`src/hdl/qrs_pkg.sv`:
```
// Package with widths, codes and shared types of the quadratic root solver.
`default_nettype none
package qrs_pkg;
    localparam int FRAC_BITS = 16;
    localparam int CW = 32;
    localparam int PW = 2 * CW;
    localparam int DW = PW + 2;
    localparam int SUMW = DW + 1;
    localparam int SW = DW / 2;
    localparam int NW = SW + 1;
    localparam int DVW = NW + FRAC_BITS;
    localparam int DSW = CW + 1;
    localparam int TW = 16;
    localparam int IW = CW - 1;
    localparam int LANES = 3;

    typedef enum logic [1:0] {
        KIND_NONE    = 2'd0,
        KIND_EQUAL   = 2'd1,
        KIND_REAL    = 2'd2,
        KIND_COMPLEX = 2'd3
    } t_kind;

    typedef struct packed {
        t_kind                 kind;
        logic                  zero_roots;
        logic                  a_neg;
        logic [CW-1:0]         a_mag;
        logic signed [CW-1:0]  b;
    } t_smeta;

    typedef struct packed {
        t_kind kind;
        logic  zero_roots;
        logic  neg_first;
        logic  neg_second;
    } t_dmeta;

    typedef struct packed {
        t_kind                kind;
        logic signed [CW-1:0] first;
        logic signed [CW-1:0] second;
        logic [IW-1:0]        imag;
    } t_result;
endpackage
`default_nettype wire

```
`src/hdl/qrs_back.sv`:
```
// Saturation, root ordering and output skid buffer.
`default_nettype none
module qrs_back (
    input  logic                    i_clk,
    input  logic                    i_rst_n,
    input  logic                    i_valid,
    input  logic [qrs_pkg::DVW-1:0] i_quot [qrs_pkg::LANES],
    input  qrs_pkg::t_dmeta         i_meta,
    input  logic                    i_out_stall,
    output logic                    o_en,
    output logic                    o_out_valid,
    output qrs_pkg::t_result        o_result
);
    import qrs_pkg::*;

    localparam logic [DVW-1:0] NEG_LIM = DVW'(64'h8000_0000);
    localparam logic [DVW-1:0] POS_LIM = DVW'(64'h7FFF_FFFF);

    logic                 r_b1_valid;
    logic signed [CW-1:0] r_b1_r1, r_b1_r2;
    logic [IW-1:0]        r_b1_im;
    t_dmeta               r_b1_meta;
    logic signed [CW-1:0] n_r1, n_r2;
    logic [IW-1:0]        n_im;
    t_result              n_res;

    logic                 r_out_valid, r_skid_valid;
    t_result              r_out, r_skid;
    logic                 en, take, incoming;

    function automatic logic signed [CW-1:0] sat_root(input logic [DVW-1:0] q, input logic neg);
        logic signed [CW-1:0] v;
        if (neg) begin
            v = (q > NEG_LIM) ? CW'(NEG_LIM) : (~q[CW-1:0] + 1'b1);
        end else begin
            v = (q > POS_LIM) ? CW'(POS_LIM) : q[CW-1:0];
        end
        return v;
    endfunction

    always_comb begin
        n_r1 = sat_root(i_quot[0], i_meta.neg_first);
        n_r2 = sat_root(i_quot[1], i_meta.neg_second);
        n_im = (i_quot[2] > POS_LIM) ? IW'(POS_LIM) : i_quot[2][IW-1:0];
    end

    assign en = !r_skid_valid;
    assign take = r_out_valid && !i_out_stall;
    assign incoming = en && r_b1_valid;

    always_comb begin
        n_res.kind = r_b1_meta.kind;
        if (r_b1_meta.zero_roots) begin
            n_res.first = '0;
            n_res.second = '0;
        end else if (r_b1_r1 > r_b1_r2) begin
            n_res.first = r_b1_r1;
            n_res.second = r_b1_r2;
        end else begin
            n_res.first = r_b1_r2;
            n_res.second = r_b1_r1;
        end
        n_res.imag = (r_b1_meta.kind == KIND_COMPLEX) ? r_b1_im : '0;
    end

    always_ff @(posedge i_clk) begin
        if (!i_rst_n) begin
            r_b1_valid <= 1'b0;
        end else if (en) begin
            r_b1_valid <= i_valid;
        end
    end

    always_ff @(posedge i_clk) begin
        if (en) begin
            r_b1_r1 <= n_r1;
            r_b1_r2 <= n_r2;
            r_b1_im <= n_im;
            r_b1_meta <= i_meta;
        end
    end

    // The skid register catches the transaction that arrives while the output waits.
    always_ff @(posedge i_clk) begin
        if (!i_rst_n) begin
            r_out_valid <= 1'b0;
            r_skid_valid <= 1'b0;
        end else if (!r_out_valid || take) begin
            if (r_skid_valid) begin
                r_out <= r_skid;
                r_out_valid <= 1'b1;
                r_skid_valid <= 1'b0;
            end else begin
                r_out <= n_res;
                r_out_valid <= incoming;
            end
        end else if (incoming) begin
            r_skid <= n_res;
            r_skid_valid <= 1'b1;
        end
    end

    assign o_en = en;
    assign o_out_valid = r_out_valid;
    assign o_result = r_out;
endmodule
`default_nettype wire

```
`config.mk`:
```
export PLATFORM = sky130hd
export DESIGN_NAME = qrs_back
export DESIGN_NICKNAME = d
export VERILOG_FILES = /design/src/hdl/qrs_pkg.sv /design/src/hdl/qrs_back.sv
export SDC_FILE = /design/constraint.sdc
export NUM_CORES = 1
export LEC_CHECK = 0
export BUFFER_PORTS_ARGS = -buffer_cell sky130_fd_sc_hd__buf_2
export CORE_UTILIZATION = 50
export CTS_CLUSTER_SIZE = 10
export DETAILED_ROUTE_END_ITERATION = 10
export PLACE_DENSITY = 0.72
export REMOVE_ABC_BUFFERS = 1
export SKIP_LAST_GASP = 1
export SYNTH_ARGS = -nofsm -noshare
export SYNTH_HDL_FRONTEND = slang
export SYNTH_SLANG_ARGS = --single-unit
```
`constraint.sdc`:
```
create_clock -name i_clk -period 10.95 [get_ports i_clk]
set_input_delay 2.19 -clock i_clk [delete_from_list [all_inputs] [get_ports i_clk]]
set_output_delay 2.19 -clock i_clk [all_outputs]
set_load 0.01 [all_outputs]
```
==> flow_summary.yaml <==
clock_tree:
  h-tree-depth: 2
  post-cts-setup-buffer-count: 0
  clk_pin_slew_worst_paths_ns: 0.05
  root_buffer: "clkbuf_16"
  cts_buffers: 36
  cts_resized: 0
  clock_sink_count: 295
  hold_buffers: 0
  worstSkewPairLatency_ns: 0.51
  clockBufferDepth: 3
  cts_tree: "yes"
sta:
  clock_skew_ns: 0.01547
  tightest_slew_ns: 1.080
  hold_viol: 0
  setup_tns_ns: 0
  timing.final.crit_share: 0.4733
  final_max_slew_viol_count: 0
  finalSetupViolCount: 0
  rsz0062_at_grt: "no"
  maxSlewHeadroom: 0.2800
  fmax_mhz: 192.9
  layout_min_cycle_time_ns: 5.183
grt:
  grt-ovfl-total: 0
  grt_pass1_vias: 11725
  grt_max_degree: 98
  antenna_found_initial: 22
  grt_usage: 0.2549
  grt_pass1_wl_um: 63170
synth:
  netlist_instances: 1429
  yosysWarnings: 0
  yosysSeqAreaShare: 0.5703
  syn-cell-area_um2: 15480
  synth_common_cells: "edfxtp_1 (292), a21oi_1 (171), nor3_1 (97)"
  synth_ff_type: "edfxtp_1"
  synthDistinctLibCells: 55
  synthMostInstantiatedCell: "edfxtp_1"
  synth_area_leader_cell: "edfxtp_1"
  synth_edf_count: 292
  yosys-top-cells-area: "edfxtp_1 (57%), a21oi_1 (5.5%), a221o_1 (4.2%), nor3_1 (3.1%), o21ai_0 (3.0%)"
  async_flop_share: 0
  avgSynthCellArea_um2: 10.83
  post-synth-top-area-fraction: 0.5664
  synth-seq-cells: 295
flow_run:
  maxCapViolCount: 0
setup_path:
  worstPathRequired_ns: 11.25
  crit_type: "primary input to flip-flop"
  cp_num_buf_inv: 2
  cp_data_arrival_time_ns: 5.49
  r2r_cells: 10
  critPathSlowestCell: "or4_4"
  cpPeakStageDelay_ns: 0.64
  r2r-end: "o_result[81]$_DFFE_PP_"
  path_cells: "buf_2 > inv_1 > ha_1 > nor3b_1 > nand3_1 > or4_4 > o21a_1 > nor2_4 > nand2_2 > o311ai_1"
  crit_family: "simple AND/OR/NAND/NOR gates"
  cp-start-kind: "primary input"
  end_kind: "flip-flop"
  r2r_start: "r_b1_r2[14]$_DFFE_PN_"
  critPathMaxFanout: 19
  reg2reg_slack_ns: 6.54
placement:
  place_area_um2: 16990
  gp_congestion: 0.8988
  dp_hpwl_um: 26880
  io_buffer_count: 257
cells_and_area:
  synthToLayoutAreaGrowth_pct: 16.35
  drive_gt1_frac: 0.2228
  nets: 1820
  final_area_um2: 18010
  fillers: 2568
pwr:
  seq_power_share: 0.486
  power_mw: 2.770
  vdd_drop_max_mv: 0.09437
  power_leakage_nw: 6.737
  p_int_mw: 2.069
  pwr-share-clk: 0.371
  power_density_nw_per_um2: 153.8
  power_switching_share: 0.2532
  power_switching_mw: 0.7012
  pwr-share-comb: 0.143
route:
  first_pass_iters: 6
  via_per_inst: 6.106
  drtAntennaViolNets: 0
  wl_um: 40910
  drc: 0
  num_vias: 12524
  drt_iter0_drc: 1129
  wire_per_inst_um: 19.95
floorplanning:
  initial_utilization: 0.5074
  io_pins: 258
  die_w_um: 178.0
  dieArea_um2: 31670
  die_height_um: 178.0
  core_um2: 30510
  fp-row-count: 64
status:
  outcome: "finished clean"
min_path:
  min_from: "o_out_valid$_SDFFE_PN0N_"
  min_path_type: "flip-flop to flip-flop"
  min_path_cells: 2
  whs_endpoint: "o_out_valid$_SDFFE_PN0N_"
[power groups by stage]
stage	Clock [mW]	Combinational (mW)	Sequential [mW]
2_1_floorplan	0	0.213	1.38
3_3_place_gp	0	0.385	1.37
3_5_place_dp	0	0.392	1.37
4_1_cts	1.05	0.395	1.35
5_1_grt	1.09	0.437	1.35
6_report	1.03	0.396	1.35
[cell type report]
cell class                 instances  area, um^2  area share
sequential                       295        8832      0.4903
clock buffer                      43       948.4     0.05265
tap                              396       495.5     0.02751
antenna                           17       42.54    0.002362
multi-input combinational        943        5962      0.3310
clock inverter                     6       33.78    0.001876
timing repair buffer             272        1399     0.07766
inverter                          79       299.0     0.01660
[layout by cell type, fill, tap and decap left out, drive strengths merged, types with 43 or more instances in the layout]
cell type  instances
o21ai             96
inv               81
edfxtp           292
clkbuf            43
buf              272
nand3             84
a221o             65
a21oi            171
nor3              97
nand2             69
[how the worst max path moves through the flow]
stage / start / endpoint / slack (ns) / depth (start not counted)
2_1_floorplan: i_rst_n / r_skid[0]$_DFFE_PP_ / 0.90 / 2
3_3_place_gp: i_quot[50] / r_b1_r2[15]$_DFFE_PN_ / 5.45 / 10
3_5_place_dp: i_quot[50] / r_b1_r2[27]$_DFFE_PN_ / 5.28 / 10
4_1_cts: i_quot[50] / r_b1_r2[27]$_DFFE_PN_ / 5.79 / 10
5_1_grt: i_quot[50] / r_b1_r2[27]$_DFFE_PN_ / 5.45 / 10
6_report: i_quot[50] / r_b1_r2[27]$_DFFE_PN_ / 5.77 / 10
[metal layers]
layer,vias up,global-route usage,share of wire
met3,77,0.05763,0.089
li1,5908,-,-
met1,5978,0.3490,0.42
met2,549,0.3949,0.46
met5,-,0,0.0017
met4,12,0.09402,0.025
[worst min-delay path: stages (launching register included)]
cell	delay [ns]
dfxtp_1	0.31
nand2_1	0.07
a21boi_0	0.07
[sequential cells by signal (all words and copies together) (netlist names), 2 cells and up]
| register | count |
|---|---|
| r_b1_r2 | 32 |
| r_b1_im | 31 |
| n_res | 2 |
| o_result | 97 |
| r_b1_r1 | 32 |
| r_skid | 97 |
[cells by family after synthesis]
group / after synthesis / share of synthesized area
buffers and inverters: 191 / 0.04752
AO/OA/AOI/OAI: 397 / 0.1628
flip-flops: 295 / 0.5703
XOR/XNOR: 1 / 0.0005659
AND/OR/NAND/NOR: 477 / 0.1667
adder cells (fa/ha/maj): 34 / 0.02748
multiplexers: 34 / 0.02465
[stage by stage]
step	util	worst slack [ns]	hold slack [ns]	cells
after floorplan	-	0.9023	0.4571	1317
after global placement	0.5568	5.449	0.4871	1985
after global routing	0.5897	5.452	0.5319	2043
final	0.5904	5.767	0.5044	2051
after CTS	0.5890	5.792	0.5075	2034
after detailed placement	0.5568	5.277	0.4954	1985
Note: power is estimated with default switching activity, not from simulation.
